## config.mk

```make
export PLATFORM = sky130hd
export DESIGN_NAME = button_gesture_classifier
export DESIGN_NICKNAME = d
export VERILOG_FILES = /design/src/design/bgc_pkg.sv /design/src/design/bgc_step.sv /design/src/design/button_gesture_classifier.sv
export SDC_FILE = /design/constraint.sdc
export NUM_CORES = 1
export LEC_CHECK = 0
export BUFFER_PORTS_ARGS = -buffer_cell sky130_fd_sc_hd__buf_4
export CAP_MARGIN = 15
export CORE_MARGIN = 3
export CORE_UTILIZATION = 35
export CTS_CLUSTER_DIAMETER = 80
export DETAILED_ROUTE_END_ITERATION = 8
export GPL_ROUTABILITY_DRIVEN = 0
export REMOVE_ABC_BUFFERS = 1
export SYNTH_ARGS = -nofsm -noshare
export SYNTH_HDL_FRONTEND = slang
export SYNTH_HIERARCHICAL = 1
export SYNTH_SLANG_ARGS = --single-unit
```

## constraint.sdc

```tcl
create_clock -name clk -period 17.1 [get_ports clk]
set_input_delay 3.42 -clock clk [delete_from_list [all_inputs] [get_ports clk]]
set_output_delay 3.42 -clock clk [all_outputs]
set_load 0.02 [all_outputs]
```

## src/design/bgc_pkg.sv

```systemverilog
// ----------------------------------------------------------------------------
// bgc_pkg
// Shared types and constants of the button gesture classifier.
// ----------------------------------------------------------------------------
package bgc_pkg;

  // stream widths, fields packed from bit 0 and zero-filled to whole bytes
  localparam int IN_TDATA_W  = 40;
  localparam int OUT_TDATA_W = 8;
  localparam int CFG_INDEX_W = 2;
  localparam int CFG_DATA_W  = 16;
  localparam int STAMP_W     = 32;

  // register indexes of the configuration port
  localparam logic [CFG_INDEX_W-1:0] CFG_DEBOUNCE_TIME   = 2'd0;
  localparam logic [CFG_INDEX_W-1:0] CFG_DOUBLE_WINDOW   = 2'd1;
  localparam logic [CFG_INDEX_W-1:0] CFG_LONG_PRESS_TIME = 2'd2;

  // register reset values in milliseconds
  localparam logic [CFG_DATA_W-1:0] DEBOUNCE_TIME_RST   = 16'd50;
  localparam logic [CFG_DATA_W-1:0] DOUBLE_WINDOW_RST   = 16'd300;
  localparam logic [CFG_DATA_W-1:0] LONG_PRESS_TIME_RST = 16'd1000;

  // active-low button levels
  localparam logic LVL_PRESSED  = 1'b0;
  localparam logic LVL_RELEASED = 1'b1;

  typedef struct packed {
    logic [CFG_DATA_W-1:0] debounce_time;
    logic [CFG_DATA_W-1:0] double_click_window;
    logic [CFG_DATA_W-1:0] long_press_time;
  } cfg_t;

  typedef struct packed {
    logic               clear_all;
    logic               ack_long;
    logic               ack_double;
    logic               ack_click;
    logic [STAMP_W-1:0] now_ms;
    logic               button_level;
  } item_t;

  typedef struct packed {
    logic               prev_raw_level;
    logic               steady_level;
    logic [STAMP_W-1:0] change_stamp;
    logic [STAMP_W-1:0] press_stamp;
    logic               long_armed;
    logic [STAMP_W-1:0] click_stamp;
    logic               click_pending;
    logic               click_flag;
    logic               double_flag;
    logic               long_flag;
  } state_t;

  // button state after reset: both levels released, everything else zero
  localparam state_t STATE_RST = state_t'({LVL_RELEASED, LVL_RELEASED,
                                           {($bits(state_t)-2){1'b0}}});

endpackage

```

## src/design/bgc_step.sv

```systemverilog
// ----------------------------------------------------------------------------
// bgc_step
// Next-state logic for one button poll: acknowledges and clear, debounce, click,
// double click and long press detection.
// ----------------------------------------------------------------------------
module bgc_step (
  input  bgc_pkg::state_t state_q,
  input  bgc_pkg::item_t  item,
  input  bgc_pkg::cfg_t   cfg,
  output bgc_pkg::state_t state_d
);

  always_comb begin
    bgc_pkg::state_t                s;
    logic [bgc_pkg::STAMP_W-1:0]    since_change;
    logic [bgc_pkg::STAMP_W-1:0]    since_click;
    logic [bgc_pkg::STAMP_W-1:0]    since_press;
    logic [bgc_pkg::STAMP_W-1:0]    since_click2;

    s = state_q;

    // acknowledges and clear act before the sample
    if (item.ack_click)  s.click_flag  = 1'b0;
    if (item.ack_double) s.double_flag = 1'b0;
    if (item.ack_long)   s.long_flag   = 1'b0;
    if (item.clear_all) begin
      s.click_flag    = 1'b0;
      s.double_flag   = 1'b0;
      s.long_flag     = 1'b0;
      s.click_pending = 1'b0;
      s.click_stamp   = '0;
      s.press_stamp   = '0;
      s.long_armed    = 1'b0;
    end

    // raw change restarts the debounce timer
    if (item.button_level != s.prev_raw_level) s.change_stamp = item.now_ms;

    // debounce acceptance, press opens a click or completes a double click
    since_change = item.now_ms - s.change_stamp;
    since_click  = item.now_ms - s.click_stamp;
    if ((since_change > {16'd0, cfg.debounce_time}) &&
        (item.button_level != s.steady_level)) begin
      s.steady_level = item.button_level;
      if (item.button_level == bgc_pkg::LVL_PRESSED) begin
        s.press_stamp = item.now_ms;
        s.long_armed  = 1'b1;
        if (s.click_pending && (since_click < {16'd0, cfg.double_click_window})) begin
          s.double_flag   = 1'b1;
          s.click_pending = 1'b0;
          s.click_stamp   = '0;
        end else begin
          s.click_pending = 1'b1;
          s.click_stamp   = item.now_ms;
        end
      end
    end

    // long hold fires once per press
    since_press = item.now_ms - s.press_stamp;
    if ((s.steady_level == bgc_pkg::LVL_PRESSED) && s.long_armed &&
        (since_press >= {16'd0, cfg.long_press_time})) begin
      s.long_flag     = 1'b1;
      s.click_pending = 1'b0;
      s.long_armed    = 1'b0;
      s.press_stamp   = '0;
    end

    // pending click confirmed after release once the window expires
    since_click2 = item.now_ms - s.click_stamp;
    if (s.click_pending && (s.steady_level == bgc_pkg::LVL_RELEASED) &&
        (since_click2 >= {16'd0, cfg.double_click_window})) begin
      s.click_flag    = 1'b1;
      s.click_pending = 1'b0;
    end

    s.prev_raw_level = item.button_level;
    state_d = s;
  end

endmodule

```

## src/design/button_gesture_classifier.sv

```systemverilog
// Path: an accepted item waits in the input register and is stepped into the
// result register once that register is free (input register, then result
// register). Throughput: one item per cycle while the result side is not
// stalled; bgc_step is combinational. in_tready drops only while the input
// register is full and the result register holds a stalled item.
// Reset (rst_n low, synchronous): registers back to 50/300/1000 ms, button
// state to released, all flags, pending click and long press arming cleared.
// ----------------------------------------------------------------------------
// button_gesture_classifier
// Debounced push-button classifier reporting sticky click, double click and
// long press flags per poll.
// ----------------------------------------------------------------------------
module button_gesture_classifier (
  input  logic                                clk,
  input  logic                                rst_n,
  // config write port
  input  logic                                cfg_wr_en,
  input  logic [bgc_pkg::CFG_INDEX_W-1:0]     cfg_index,
  input  logic [bgc_pkg::CFG_DATA_W-1:0]      cfg_wdata,
  // input stream
  input  logic                                in_tvalid,
  output logic                                in_tready,
  // [0] button_level, [32:1] now_ms, [33] ack_click, [34] ack_double,
  // [35] ack_long, [36] clear_all, [39:37] zero
  input  logic [bgc_pkg::IN_TDATA_W-1:0]      in_tdata,
  // result stream
  output logic                                out_tvalid,
  input  logic                                out_tready,
  // [0] click_event, [1] double_click_event, [2] long_press_event,
  // [3] debounced_level, [7:4] zero
  output logic [bgc_pkg::OUT_TDATA_W-1:0]     out_tdata
);

  bgc_pkg::cfg_t   cfg_r;
  bgc_pkg::state_t state_r;
  bgc_pkg::state_t state_nxt;
  bgc_pkg::item_t  item_r;
  logic            s1_valid_r;
  logic            out_valid_r;
  logic [bgc_pkg::OUT_TDATA_W-1:0] out_data_r;
  logic            adv;
  logic            in_fire;
  logic            s1_fire;

  // handshake: input register advances whenever the result register frees
  assign adv       = !out_valid_r || out_tready;
  assign s1_fire   = s1_valid_r && adv;
  assign in_tready = !s1_valid_r || adv;
  assign in_fire   = in_tvalid && in_tready;

  // config registers
  always_ff @(posedge clk) begin
    if (!rst_n) begin
      cfg_r.debounce_time       <= bgc_pkg::DEBOUNCE_TIME_RST;
      cfg_r.double_click_window <= bgc_pkg::DOUBLE_WINDOW_RST;
      cfg_r.long_press_time     <= bgc_pkg::LONG_PRESS_TIME_RST;
    end else if (cfg_wr_en) begin
      unique case (cfg_index)
        bgc_pkg::CFG_DEBOUNCE_TIME:   cfg_r.debounce_time       <= cfg_wdata;
        bgc_pkg::CFG_DOUBLE_WINDOW:   cfg_r.double_click_window <= cfg_wdata;
        bgc_pkg::CFG_LONG_PRESS_TIME: cfg_r.long_press_time     <= cfg_wdata;
        default: ;
      endcase
    end
  end

  // input register
  always_ff @(posedge clk) begin
    if (!rst_n) begin
      s1_valid_r <= 1'b0;
    end else if (in_fire) begin
      s1_valid_r <= 1'b1;
    end else if (adv) begin
      s1_valid_r <= 1'b0;
    end
  end

  always_ff @(posedge clk) begin
    if (in_fire) begin
      item_r <= bgc_pkg::item_t'(in_tdata[$bits(bgc_pkg::item_t)-1:0]);
    end
  end

  // per-poll state update
  bgc_step u_step (
    .state_q (state_r),
    .item    (item_r),
    .cfg     (cfg_r),
    .state_d (state_nxt)
  );

  always_ff @(posedge clk) begin
    if (!rst_n) begin
      state_r <= bgc_pkg::STATE_RST;
    end else if (s1_fire) begin
      state_r <= state_nxt;
    end
  end

  // result register
  always_ff @(posedge clk) begin
    if (!rst_n) begin
      out_valid_r <= 1'b0;
    end else if (s1_fire) begin
      out_valid_r <= 1'b1;
    end else if (out_tready) begin
      out_valid_r <= 1'b0;
    end
  end

  always_ff @(posedge clk) begin
    if (s1_fire) begin
      out_data_r <= {4'd0, state_nxt.steady_level, state_nxt.long_flag,
                     state_nxt.double_flag, state_nxt.click_flag};
    end
  end

  assign out_tvalid = out_valid_r;
  assign out_tdata  = out_data_r;

  // checks
  a_s1_holds: assert property (@(posedge clk) disable iff (!rst_n)
    (s1_valid_r && !adv) |=> s1_valid_r)
    else $error("input register dropped a stalled item");

  a_result_follows: assert property (@(posedge clk) disable iff (!rst_n)
    s1_fire |=> out_valid_r)
    else $error("stepped item produced no result");

  a_state_only_on_step: assert property (@(posedge clk) disable iff (!rst_n)
    (rst_n && !s1_fire) |=> $stable(state_r))
    else $error("button state changed without a step");

  a_long_when_pressed: assert property (@(posedge clk) disable iff (!rst_n)
    $rose(state_r.long_flag) |-> (state_r.steady_level == bgc_pkg::LVL_PRESSED))
    else $error("long press flagged while released");

  a_click_when_released: assert property (@(posedge clk) disable iff (!rst_n)
    $rose(state_r.click_flag) |-> (state_r.steady_level == bgc_pkg::LVL_RELEASED))
    else $error("click confirmed while pressed");

endmodule

```

---- Word-level counts from Yosys, hierarchy flattened ----
Index checks and enable logic that the tools add are counted.
word-level totals
  output and inout bits ................... 10
  logic and storage cells ................. 73
  register bits after elaboration ......... 194
cells by class
  equal/unequal tests ..................... 4
  muxes and demuxes ....................... 20
  bitwise operators ....................... 1
  reductions and logical operators ........ 18
  add/subtract/negate cells ............... 4
  $lt $le $gt $ge ......................... 4
operators by type and width
  cell                                                              count
  66-bit two-way mux                                                2
  32-bit subtractor                                                 4
  69-bit two-way mux                                                1
  33-bit two-way mux                                                2
  32-bit by 16-bit >= comparator with 1-bit output                  2
  32-bit by 16-bit > comparator with 1-bit output                   1
  32-bit by 16-bit less-than comparator with 1-bit output           1
  32-bit two-way mux                                                1
  1-bit two-way mux                                                 13
  1-bit logical AND                                                 8
  2-bit AND reduction                                               3
  2-bit nonzero test                                                2
  2-bit by 1-bit == test with 1-bit output (second input constant)  1
  2-bit == test (second input constant)                             1
  1-bit logical NOT                                                 2
  2-bit logical NOT                                                 1
  1-bit logical OR                                                  2
  2-bit two-way mux                                                 1
  1-bit != test                                                     2
  1-bit inverter                                                    1

---- Logic depth before layout (Yosys ltp) ----
Gate-level depths: netlist (run 1).
  depth in word-level cells ............... 15
  mapped depth ............................ 65
  gate-level depth less buffers ........... 57

---- By module ----
Netlist (run 1), hierarchy kept.
by module, submodules not included
  module                     area each (um^2)  times used  seq. area each (um^2)  cells each
  bgc_step                   11207.0           1           0.0                    1761
  button_gesture_classifier  7234.4            1           4294.1                 681

---- Worst setup path before layout (run 1) ----
OpenSTA, ideal clock, no wires.
  path type ............................... reg-to-reg
  start ................................... register item_r[0] (netlist name)
  end ..................................... register state_r[46] (netlist name)
  required time ........................... 17028 ps
  arrival ................................. 11089 ps
  clock period less this slack ............ 11161 ps
  path slack .............................. 5939 ps
  cell stages (with the launch flop) ...... 60
  path through ............................ edfxtp_1 xor2_1 buf_4 buf_4 clkbuf_1 buf_1 nand2_1 nand2_1 inv_1 ha_1 clkbuf_1 o21ai_1 o31ai_1 a31oi_1 xnor2_1 ha_1 and4_1 nand3_1 [... 24 more ...] xnor2_1 ha_1 nor2b_1 o21ai_0 o211ai_1 a311oi_1 nand3_1 a31oi_1 o221ai_1 a2111oi_0 nand4_1 or4_1 nor4_2 nor3_2 buf_6 nor2_1 nand2_1 mux2i_1
RTL lines
  element                 RTL line                         text
  start, declared         button_gesture_classifier.sv:37  bgc_pkg::item_t item_r;
  start signal, assigned  button_gesture_classifier.sv:80  item_r <= bgc_pkg::item_t'(in_tdata[$bits(bgc_pkg::item_t)-1:0]);
  end signal, assigned    button_gesture_classifier.sv:94  state_r <= bgc_pkg::STATE_RST;
  end signal, assigned    button_gesture_classifier.sv:96  state_r <= state_nxt;
  end, declared           button_gesture_classifier.sv:35  bgc_pkg::state_t state_r;

==> out/qor.csv, run 1 <==
stage;metric;value;unit
yosys;Syn Area/Cell;7.55;µm²
global_route;initial antenna violation count;0;
placed_design;PortBufs;65;
outcome;status;completed;
drt;antenna viol nets, final;0;
setup_path;Crit. End Element;register;
clock_network;Clock transition at path regs;0.08;ns
min_path;Worst Hold Class;register to register;
yosys;FFs w/ async S/R, synth;0;%
timing;Worst-Margin Slew;1.10;ns
die;I/O pin count;73;
setup_path;CP dominant cell by count;o21ai_0;
yosys;cells after synthesis;2442;
setup_path;crit path max fanout;60;
yosys;post-synth cell types;100;
flow_run;Max Cap Viol;0;
setup_path;CP max stage cell;o41ai_1;
yosys;Yosys reg bits;194;
timing;final setup vio count;0;
final_layout;ratio of cells with drive above 1 in the final layout;6.90;%
final_layout;synthesis-to-layout area growth;7.40;%
clock_network;CTS root buf;clkbuf_16;
timing;WHS;0.456;ns
clock_network;CTS max path bufs;2;
timing;Tmin final;13.64;ns
clock_network;CTS Buf Count;17;
clock_network;H-tree depth;4;
drt;DRT iter0 DRCs;1435;
setup_path;CP top delay family;compound AO/OA/AOI/OAI gates;
timing;Final Hold Fails;0;
global_route;number of global-route vias before repair;15900;
die;Initial Util;35.7;%
setup_path;R2R Setup Slk;3.46;ns
drt;Avg WL per Cell;17.3;µm
placed_design;dpl cells;3068;
yosys;Seq/Total Area, Yosys;23.3;%
setup_path;CP Buf/Inv Count;2;
clock_network;PostCTS Resize Cnt;0;
global_route;total routing usage reported by global routing;18.8;%
clock_network;CTS sink cnt;194;
final_layout;post-route cell area;19800;µm²
yosys;top cells by area, synth;dfxtp_1, ha_1, nand2_1, mux2i_1, edfxtp_1;
final_layout;post-layout net count;2648;
clock_network;post-cts hold buffer count;0;
timing;Slew HR;27.0;%
global_route;total congestion overflow;0;
drt;final wirelength;53800;µm
drt;routed vias;17300;
timing;unrepaired setup endpoints after global routing;no;
yosys;Synth Flop Type;dfxtp_1;
yosys;area leader, netlist;dfxtp_1;
clock_network;Clk Latency, worst-skew pair;0.50;ns
timing;Slew Viols, Final;0;
pwr;Pleak;8.03;nW
timing;crit share post-route;79.8;%
yosys;post-synth top area share;16.6;%
pwr;PD cells;76.6;nW/µm²
setup_path;CP peak stage delay;0.58;ns
timing;Setup TNS;0;ns
clock_network;post-CTS setup buffer count;0;
die;Die Y;236;µm
drt;drt drc;0;
pwr;peak supply drop;0.0811;mV
die;Die ar.;55500;µm²
drt;Vias/cell;5.58;
timing;worst clock skew;0.0149;ns
clock_network;CTS tree;yes;
setup_path;crit start category;register;
die;Die W;236;µm
die;core region area;51700;µm²
setup_path;kind of critical path;register to register;
global_route;largest net degree at the start of global routing;127;
global_route;first-pass GRT wire length;85200;µm
yosys;Yosys warnings;6;
placed_design;placed cell area;19200;µm²
setup_path;CP arrival;14.08;ns
yosys;synthesized area;18400;µm²
yosys;Post-synth EDFFs;41;
timing;f_max;0.0733;GHz
final_layout;non-filler cells, final;3101;
final_layout;ANT cells;0;
placed_design;DPL Wire Length;40000;µm
drt;first drt pass iteration count;7;
die;row count;83;
setup_path;critical path required time;17.54;ns
[power breakdown]
part | switching [W] | internal, W
clock network | 0.000204 | 0.000238
registers | 0.0000258 | 0.000486
logic | 0.000343 | 0.000221
total | 0.000573 | 0.000944
[through the flow]
step           power, W  setup slack [ns]  utilization, %
4_1_cts         0.00152              3.67            38.3
3_3_place_gp    0.00106              4.02            37.1
2_1_floorplan  0.000918              3.01               -
3_5_place_dp    0.00107              3.79            37.1
5_1_grt         0.00161              2.64            38.3
6_report        0.00152              3.46            38.3
[worst paths after layout]
| path | start | endpoint | depth (start not counted) |
|---|---|---|---|
| hold / removal | state_r[55] | state_r[55] | 2 |
| setup / recovery | item_r[0] | state_r[3] | 52 |
| setup reg to reg | item_r[0] | state_r[3] | 52 |
| hold reg to reg | state_r[55] | state_r[55] | 2 |
[sequential cells by signal, summed over array words and instances (netlist names)]
name,cells
cfg_r,48
item_r,37
out_tvalid,1
s1_valid_r,1
out_tdata,4
state_r,103
[Yosys cell counts (all sizes together), types with 5 or more instances]
master,count
nand2,413
nor2,185
a21oi,178
ha,174
inv,156
dfxtp,153
o21ai,146
mux2i,132
clkbuf,88
nand3,68
xnor2,56
a31oi,54
buf,51
a21o,48
nor2b,45
edfxtp,41
nand2b,37
nor3b,34
nand4,30
and2,29
xor2,28
nor3,26
o21a,23
o211ai,17
nor4,15
o22ai,15
and3,13
o31ai,12
a211oi,11
maj3,9
nand3b,9
o21bai,8
or3,8
a211o,7
a21boi,7
o2111ai,7
o32ai,7
or2,7
mux2,6
o311ai,6
a2bb2oi,5
a311oi,5
[per-layer routing]
layer  global-route usage (%)  vias to the layer above  part of all wire (%)
li1                         -                     8566                     -
met1                     24.7                     8132                    45
met2                     31.2                      525                    46
met3                     2.73                       85                   5.4
met4                     7.43                        0                   3.1
met5                        0                        -                     0
[layout by cell type, fill, tap and decap left out, types with 37 or more instances in the layout]
cell,count
a21o_1,48
a21oi_1,175
a31oi_1,54
buf_4,81
dfxtp_1,153
edfxtp_1,41
ha_1,174
inv_1,154
mux2i_1,132
nand2_1,413
nand2b_1,37
nand3_1,61
nor2_1,184
nor2b_1,45
o21ai_0,132
xnor2_1,54
[cell families after synthesis]
| family | Yosys count | synth area share, % |
|---|---|---|
| AO/OA/AOI/OAI | 604 | 20.9 |
| buffers and inverters | 295 | 7.51 |
| multiplexers | 138 | 7.55 |
| XOR/XNOR | 84 | 4.07 |
| adder cells (fa/ha/maj) | 186 | 12.6 |
| AND/OR/NAND/NOR | 940 | 24.1 |
| other | 1 | 0.0203 |
| flip-flops | 194 | 23.3 |
[worst register-to-register path: cells and delay by family, from the launching register on]
family / cells / cell delay (ns)
AO/OA/AOI/OAI: 24 / 6.40
XOR/XNOR: 3 / 0.61
adder cells (fa/ha/maj): 5 / 1.34
buffers and inverters: 2 / 0.83
flip-flops: 1 / 0.57
multiplexers: 2 / 0.43
AND/OR/NAND/NOR: 16 / 3.38
[area by class of cell]
class | count | area (µm²)
Inverter | 156 | 586
Multi-Input combinational cell | 1956 | 12800
Clock buffer | 24 | 537
Fill cell | 5382 | 31900
Sequential cell | 194 | 4290
Tap cell | 680 | 851
Timing Repair Buffer | 83 | 642
Clock inverter | 8 | 85.1
(Power assumes the default switching activity.)
==> run 2, diff against run 1 <==
--- a/config.mk
+++ b/config.mk
@@ -5,6 +5,7 @@
 export SDC_FILE = /design/constraint.sdc
 export NUM_CORES = 1
 export LEC_CHECK = 0
+export ABC_AREA = 1
 export BUFFER_PORTS_ARGS = -buffer_cell sky130_fd_sc_hd__buf_4
 export CAP_MARGIN = 15
 export CORE_MARGIN = 3
==> constraint.sdc (replaced) <==
create_clock -name clk -period 11.13 [get_ports clk]
set_input_delay 2.226 -clock clk [delete_from_list [all_inputs] [get_ports clk]]
set_output_delay 2.226 -clock clk [all_outputs]
set_load 0.02 [all_outputs]
==> run 2 against run 1 <==
Compared with the run above: worst setup slack worse by 2.1 ns; global-route usage is 0.12 points lower; hold slack better by 0.0066 ns; critical path depth is 5 higher; non-clock buffer count is 2 lower; final cell count is 17% higher; synthesized cell count is 20% higher; count of clock-buffer cells in the layout is 3 lower; register-to-register slack worse by 2.1 ns.
==> out/qor.csv, run 2 <==
stage;metric;value;unit;change
clock_network;post-CTS setup buffer count;0;;unchanged
yosys;top cells by area, synth;dfxtp_1, nand2_1, ha_1, inv_1, a21oi_1;;was dfxtp_1, ha_1, nand2_1, mux2i_1, edfxtp_1
yosys;Post-synth EDFFs;41;;unchanged
die;Die W;236;µm;about the same
setup_path;CP dominant cell by count;nand2_1;;was o21ai_0
final_layout;post-layout net count;3174;;was 2648
yosys;leading cell types by count after synthesis;nand2_1, inv_1, nor2_1;;was nand2_1, nor2_1, a21oi_1
min_path;Hold EP;cfg_r[9];;was state_r[55]
clock_network;CTS sink cnt;194;;unchanged
setup_path;crit path max fanout;50;;was 60
global_route;total routing usage reported by global routing;18.7;%;was 18.8%
global_route;total congestion overflow;0;;unchanged
outcome;status;completed;;unchanged
clock_network;Clock transition at path regs;0.08;ns;about the same
final_layout;most frequent cells in the layout;nand2_1, inv_1, nor2_1;;was nand2_1, nor2_1, a21oi_1
timing;Slew HR;32.4;%;was 27.0%
global_route;number of global-route vias before repair;16400;;was 15.9k
drt;antenna viol nets, final;0;;unchanged
clock_network;CTS tree;yes;;unchanged
yosys;area leader, netlist;dfxtp_1;;unchanged
timing;crit share post-route;87.7;%;was 79.8%
min_path;Worst Hold Class;register to register;;unchanged
pwr;peak supply drop;0.0953;mV;was 0.0811 mV
die;core region area;51800;µm²;was 51700 µm²
setup_path;CP top delay family;simple AND/OR/NAND/NOR gates;;was compound AO/OA/AOI/OAI gates
setup_path;CP peak stage delay;0.49;ns;was 0.58 ns
clock_network;post-cts hold buffer count;0;;unchanged
pwr;Tot Pwr;0.00243;W;was 0.00152 W
final_layout;Regs by FF count;state_r: 103 flops, cfg_r: 48 flops, item_r: 37 flops;;unchanged
die;I/O pin count;73;;unchanged
final_layout;ANT cells;0;;unchanged
final_layout;footprint of the multi-input gates;11800;µm²;was 12800 µm²
drt;routed vias;18000;;was 17.3k
timing;Tmin final;9.76;ns;was 13.64 ns
setup_path;R2R Setup Slk;1.37;ns;was 3.46 ns
yosys;cells after synthesis;2941;;was 2442
die;Initial Util;35.7;%;about the same
setup_path;R2R cell count;57;;was 52
timing;Setup TNS;0;ns;unchanged
global_route;largest net degree at the start of global routing;140;;was 127
setup_path;Crit. End Element;register;;unchanged
pwr;PD cells;122;nW/µm²;was 76.6 nW/µm²
yosys;top-count cell post-synth;nand2_1;;unchanged
setup_path;FF-to-FF Start;item_r[0];;unchanged
clock_network;Clk Latency, worst-skew pair;0.50;ns;about the same
yosys;FFs w/ async S/R, synth;0;%;unchanged
final_layout;post-route cell area;20000;µm²;was 19800 µm²
yosys;Syn Area/Cell;6.30;µm²;was 7.55 µm²
min_path;WHS Path Cells;2;;unchanged
setup_path;CP arrival;10.19;ns;was 14.08 ns
drt;Avg WL per Cell;14.5;µm;was 17.3 µm
final_layout;fillers;5635;;was 5382
drt;drt drc;0;;unchanged
timing;worst clock skew;0.0148;ns;was 0.0149 ns
placed_design;DPL Wire Length;40500;µm;was 40000 µm
yosys;post-synth top area share;16.5;%;was 16.6%
drt;final wirelength;52600;µm;was 53800 µm
timing;Final Hold Fails;0;;unchanged
clock_network;H-tree depth;4;;unchanged
global_route;first-pass GRT wire length;84500;µm;was 85200 µm
flow_run;Max Cap Viol;0;;unchanged
setup_path;CP Buf/Inv Count;6;;was 2
min_path;HP Start;cfg_r[9];;was state_r[55]
drt;first drt pass iteration count;6;;was 7
final_layout;most common cell after layout, fill and taps aside;nand2_1;;unchanged
timing;final setup vio count;0;;unchanged
setup_path;critical path required time;11.56;ns;was 17.54 ns
drt;Vias/cell;4.97;;was 5.58
setup_path;crit start category;register;;unchanged
clock_network;CTS max path bufs;2;;unchanged
yosys;Synth Flop Type;dfxtp_1;;unchanged
placed_design;PortBufs;65;;unchanged
clock_network;CTS root buf;clkbuf_16;;unchanged
yosys;Seq/Total Area, Yosys;23.2;%;was 23.3%
yosys;post-synth cell types;53;;was 100
final_layout;Reg area;4300;µm²;was 4290 µm²
clock_network;PostCTS Resize Cnt;0;;unchanged
final_layout;Most flops, register;state_r;;unchanged
drt;DRT iter0 DRCs;1339;;was 1435
die;Die ar.;55700;µm²;was 55500 µm²
pwr;Pleak;9.76;nW;was 8.03 nW
placed_design;placed cell area;19400;µm²;was 19200 µm²
timing;Slew Viols, Final;0;;unchanged
timing;f_max;0.102;GHz;was 0.0733 GHz
yosys;Yosys warnings;6;;unchanged
final_layout;synthesis-to-layout area growth;7.89;%;was 7.40%
setup_path;capturing point of the worst reg2reg path;state_r[3];;unchanged
final_layout;ratio of cells with drive above 1 in the final layout;7.97;%;was 6.90%
die;Die Y;236;µm;about the same
setup_path;worst setup path start;item_r[0];;unchanged
global_route;initial antenna violation count;0;;unchanged
die;row count;83;;unchanged
yosys;synthesized area;18500;µm²;was 18400 µm²
clock_network;CTS Buf Count;17;;unchanged
final_layout;max FFs per register;103;;unchanged
timing;Worst-Margin Slew;1.01;ns;was 1.10 ns
yosys;Yosys reg bits;194;;unchanged
setup_path;kind of critical path;register to register;;unchanged
timing;unrepaired setup endpoints after global routing;no;;unchanged
setup_path;CP max stage cell;edfxtp_1;;was o41ai_1
-- run 2: cell types whose count changed after synthesis, moves of 34 or more --
cell	change
nand2b_1	-37
nor2b_1	-45
nor3b_1	-34
inv_1	+323
mux2i_1	-132
nand3_1	+176
nor2_1	+131
a21oi_1	+107
nand2_1	+249
clkbuf_1	-55
a21o_1	-39
-- run 2: layer usage --
layer | vias to the layer above | part of all wire [%] | global-route usage [%]
li1 | 9477 | - | -
met1 | 8092 | 49 | 25.7
met2 | 378 | 45 | 29.9
met3 | 66 | 4.6 | 3.43
met4 | 0 | 2.3 | 5.35
met5 | - | 0 | 0
-- run 2: power by group --
part / switching [W] / leakage [nW] / total (W) / internal, W
registers: 0.0000448 / 1.66 / 0.000809 / 0.000764
logic: 0.000611 / 7.82 / 0.000976 / 0.000366
clock network: 0.000318 / 0.287 / 0.000649 / 0.000332
-- run 2: kinds of logic (layout without fill, tap and decap cells) --
logic type,after synthesis,in the layout,synth area share (%)
other,1,4,0.0203
buffers and inverters,597,600,13.2
AOI/OAI and AO/OA,502,502,14.7
and+or+nand+nor,1390,1390,33.0
DFF,194,194,23.2
adders and majority gates,177,177,12.1
xor gates and xnor gates,80,80,3.78
-- run 2: layout make-up --
class | instances | share of cell area (%)
repair buffers | 81 | 3.04
multi-input cells | 2153 | 59.1
flip-flops and latches | 194 | 21.5
well taps | 680 | 4.26
clock inverters | 11 | 0.576
clock buffers | 21 | 2.36
inverters | 487 | 9.15
-- run 2: worst max path at each step --
stage,end,cells after the start
after floorplan,state_r[2],54
after global placement,state_r[3],57
after detailed placement,state_r[3],57
after CTS,state_r[3],57
after global routing,state_r[3],58
final,state_r[3],57
-- run 2: worst register-to-register path: cells and delay by family, from the launching register on --
family / cells / cell delay (ns)
XOR/XNOR: 2 / 0.35
AO/OA/AOI/OAI: 12 / 2.68
adder cells (fa/ha/maj): 4 / 1.24
flip-flops: 1 / 0.49
buffers and inverters: 6 / 0.84
AND/OR/NAND/NOR: 33 / 4.10
-- run 2: per-stage QoR --
step,worst slack [ns],utilization (%),instances,hold WS (ns)
floorplan,2.26,-,2834,0.429
global placement,1.46,37.4,3595,0.443
detailed placement,1.44,37.4,3595,0.450
CTS,1.38,38.5,3627,0.468
global route,0.375,38.5,3627,0.480
finish,1.37,38.5,3627,0.463
